File: config.mk
export PLATFORM = sky130hd
export DESIGN_NAME = pgf_cell
export DESIGN_NICKNAME = d
export VERILOG_FILES = /design/src/hw/rtl/pgf_pkg.sv /design/src/hw/rtl/pgf_cell.sv
export SDC_FILE = /design/constraint.sdc
export NUM_CORES = 1
export LEC_CHECK = 0
export BUFFER_PORTS_ARGS = -buffer_cell sky130_fd_sc_hd__buf_2
export CAP_MARGIN = 40
export CORE_ASPECT_RATIO = 1.1
export CORE_UTILIZATION = 36
export DETAILED_ROUTE_END_ITERATION = 6
export GPL_TIMING_DRIVEN = 1
export HOLD_SLACK_MARGIN = 0.12
export PLACE_DENSITY_LB_ADDON = 0.25
export SYNTH_ARGS = -nofsm -noshare
export SYNTH_HDL_FRONTEND = slang
export SYNTH_SLANG_ARGS = --single-unit
File: constraint.sdc
create_clock -name clk -period 0.8 [get_ports clk]
set_input_delay 0.16 -clock clk [delete_from_list [all_inputs] [get_ports clk]]
set_output_delay 0.16 -clock clk [all_outputs]
set_load 0.05 [all_outputs]
File: src/hw/rtl/pgf_pkg.sv
// Package: shared constants, action codes and types for polygon ground flattening.
package pgf_pkg;

  localparam int MAX_VERTICES = 64;
  localparam int IDX_W        = $clog2(MAX_VERTICES);
  localparam int CNT_W        = $clog2(MAX_VERTICES + 1);
  localparam int COORD_W      = 32;
  localparam int DIFF_W       = COORD_W + 1;
  localparam int PROD_W       = 2 * DIFF_W;
  localparam int IN_DATA_W    = 96;
  localparam int IN_USER_W    = 2;
  localparam int OUT_DATA_W   = 40;
  localparam int DRAIN_CYC    = 2;
  localparam int DRAIN_W      = 2;

  localparam logic signed [COORD_W-1:0] COORD_MAX = {1'b0, {(COORD_W-1){1'b1}}};
  localparam logic signed [COORD_W-1:0] COORD_MIN = {1'b1, {(COORD_W-1){1'b0}}};

  typedef enum logic [1:0] {
    ACT_CLEAR = 2'd0,
    ACT_ADD   = 2'd1,
    ACT_TEST  = 2'd2
  } action_t;

  typedef enum logic [1:0] {
    ST_IDLE,
    ST_SCAN,
    ST_DRAIN
  } state_t;

  typedef struct packed {
    logic signed [COORD_W-1:0] x;
    logic signed [COORD_W-1:0] y;
  } corner_t;

  typedef struct packed {
    logic start;
    logic valid;
  } edge_ctl_t;

endpackage

File: src/hw/rtl/pgf_cell.sv
// Corner cell: one stored polygon corner, shifted on to the next cell when enabled.
module pgf_cell (
  input  logic             clk,
  input  logic             shift_en,
  input  pgf_pkg::corner_t d,
  output pgf_pkg::corner_t q
);
  import pgf_pkg::*;

  corner_t corner_r;

  always_ff @(posedge clk) begin
    if (shift_en) begin
      corner_r <= d;
    end
  end

  assign q = corner_r;

endmodule

# Word level (Yosys, flattened, before mapping)
# Cells that the tools add are included.
[classes]
addsub = 0
mul = 0
n_div = 0
order_cmp = 0
eq_ne = 0
shifts = 0
n_mux = 0
bitwise_logic = 0
n_reduce_logical = 0
[word_totals]
register_bits = 64
latchBits = 0
mem_bits_rw = 0
mem_bits_ro = 0
wordCells = 2
n_memories = 0

# Logic depth before layout (Yosys ltp)
[depth]
depth_word = 0
depth_mapped = 0
mapped_depth_nobuf = 0

# Least setup slack after synthesis
# No wires, ideal clock.
[synth_path]
kind = "register -> output"
start = "register corner_r, in the netlist q[0]"
end = "output port q[0] in the netlist's numbering"
arrival_time_ps = 601
required_ps = 640
path_slack_ps = 39
stages_incl_launch_ff = 1
n_path_buf = 0
cell_sequence = "edfxtp_1"
[synth_lines]
columns = ["item", "line_no", "rtl"]
rows = [
  ["start: declaration", "pgf_cell.sv:10", "corner_t corner_r;"],
  ["start signal: assignment", "pgf_cell.sv:14", "corner_r <= d;"],
  ["end: declaration", "pgf_cell.sv:6", "output pgf_pkg::corner_t q"],
]
# No word-level cell between the ends.

# Final worst setup path
[layout_path]
start = "register corner_r, in the netlist q[55]"
end = "output port q[55] in the netlist's numbering"
# No word-level cell between the ends.

==> qor.yml <==
status: "complete, but fails checks"
violations: "setup timing"
critPathKind: "flop to output pin"
critical_path_buf_inv_count: 1
htreeDepth: 3
pwr-share-comb_pct: 22.7
routed_via_density: 4.39
place_ws_ps: -66.4
diodes: 0
io_buffers: 129
hp-class: "primary input to flop"
cts_buffers: 9
tightest_slew_ps: 244
area_growth_pct: 103
cts_tree: "built"
routedWlPerCell_um: 15.9
seqPwrFrac_pct: 47.4
synth_ff_type: "edfxtp_1"
initial_utilization_pct: 37.9
netlist.area_leader.share_pct: 100
ys_seq_area_share_pct: 100
post-route-worst-setup-slack_ps: -281
rsz0062_at_grt: "yes"
crit_family: "flip-flops"
synthCells: 64
ir_worst_vdd_mv: 1.30
std_cell_rows: 27
finalHoldViolCount: 0
slew_violations: 0
hold_path_depth: 2
grt_pass1_wl_um: 7960
crit_cells: 1
place.gp.congestion: 0.667
cp.arrival_ps: 920
drive_gt1_share_pct: 52.7
avgSynthCellArea_um2: 30.0
crit_path_end_kind: "output pin"
synth_commonest_cells: "64 x edfxtp_1"
power.clock.fraction_pct: 29.9
route.detailed.drc: 0
largest_reg_flops: 64
cp_max_fo: 1
dr.pass1.iters: 4
synth_most_common_cell: "edfxtp_1"
final_util_pct: 76.9
ant_nets: 0
io_pins: 130
post_cts_buffers: 0
multi_input_area_um2: 0
netlist_top_cells_area: "edfxtp_1 100%"
clockBufferDepth: 2
finalSetupViolations: 64
grt_overflow: 0
critPathLaunch: "q[55]"
crit_slowest_cell: "edfxtp_1"
core_area_um2: 5070
p_per_area_nw_per_um2: 2230
slew_headroom_pct: 83.7
sw_frac_of_total_pct: 28.8
synth_edf_count: 64
async_flop_share_pct: 0
nNetsFinal: 336
crit_chain: "buf_6"
grt_pass1_vias: 1727
multi_input_gates: 0
fin_crit_ps: 1080
yosysTopAreaCell: "edfxtp_1"
switchingPower_mw: 2.50
dieWidth_um: 71.7
start_kind: "flop"
synth.cell_area_um2: 1920
clkSinkCount: 64
fmax_ghz: 0.925
synth-warning-count: 0
drt_wl_total_um: 5290
synth.distinct_cells: 1
via_count: 1461
grt_util_all_layers_pct: 20.0
grt_max_degree: 47
cts_root_buffer: "clkbuf_8"
antenna_found_initial: 0
crit_required_ps: 640
p_int_mw: 6.20
drtIter0Drc: 55
die_y_um: 78.6
max_cap_violations: 0
cpPeakStageDelay_ps: 410
hold_start: "shift_en"
synth_nets: 130
clk_pin_slew_ps: 70
fin_crit_sh_pct: 135
yosys_register_bits: 64
die-area_um2: 5640
p_leak_nw: 1.64
==> metrics by stage <==
| stage | TNS, ps | hold slack, ps | std cells | total power, mW | instance area, µm² |
|---|---|---|---|---|---|
| after floorplan | 0 | 259 | 64 | 5.06 | 1920 |
| after global placement | -2600 | 336 | 253 | 5.50 | 2670 |
| after detailed placement | -4010 | 338 | 253 | 5.53 | 2670 |
| after CTS | -16180 | 329 | 333 | 8.67 | 3890 |
| after global routing | -18160 | 326 | 333 | 8.98 | 3890 |
| final | -15790 | 333 | 333 | 8.70 | 3890 |
==> worst paths after layout <==
check | to
worst max-delay path | q[55]
worst min-delay path | q[58]
==> logic make-up after synthesis <==
family      count (synthesis)  synth area share [%]
flip-flops                 64                   100
==> metal layers <==
metal / part of all wire [%] / GRT usage (%) / vias to the layer above / routed length, µm
met3: 7.8 / 8.34 / 8 / 413
li1: - / - / 673 / -
met2: 57 / 37.0 / 78 / 3030
met4: 1.4 / 8.43 / 0 / 76
met5: 0 / 0 / - / 0
met1: 33 / 19.2 / 702 / 1770
==> repair_timing <==
action                                  in CTS  in global routing
endpoints found under the setup margin      64                 64
hold buffers                                64                  0
endpoints found under the hold margin       64                  0
resized for setup                          128                  0
pin swaps                                    0                  0
==> cell type report <==
cell class,instances,area (µm²)
Tap cell,58,72.6
Fill cell,294,1170
Sequential cell,64,1920
Clock buffer,9,124
Timing Repair Buffer,195,1710
Clock inverter,7,62.6
==> power by group through the flow <==
stage | clock network, mW | registers [mW] | logic, mW
after floorplan | 0 | 5.06 | 0
after CTS | 2.60 | 4.12 | 1.96
final | 2.60 | 4.12 | 1.97
after detailed placement | 0 | 4.12 | 1.41
after global routing | 2.80 | 4.14 | 2.04
after global placement | 0 | 4.11 | 1.39
==> cells in the final DEF, fill, tap and decap left out <==
master and count:
buf_12 1, buf_2 65, buf_4 1, buf_6 64, bufinv_16 1, clkbuf_8 9
clkinv_1 2, clkinv_2 2, clkinvlp_4 2, dlygate4sd3_1 64, edfxtp_1 64
(Power assumes the default switching activity.)
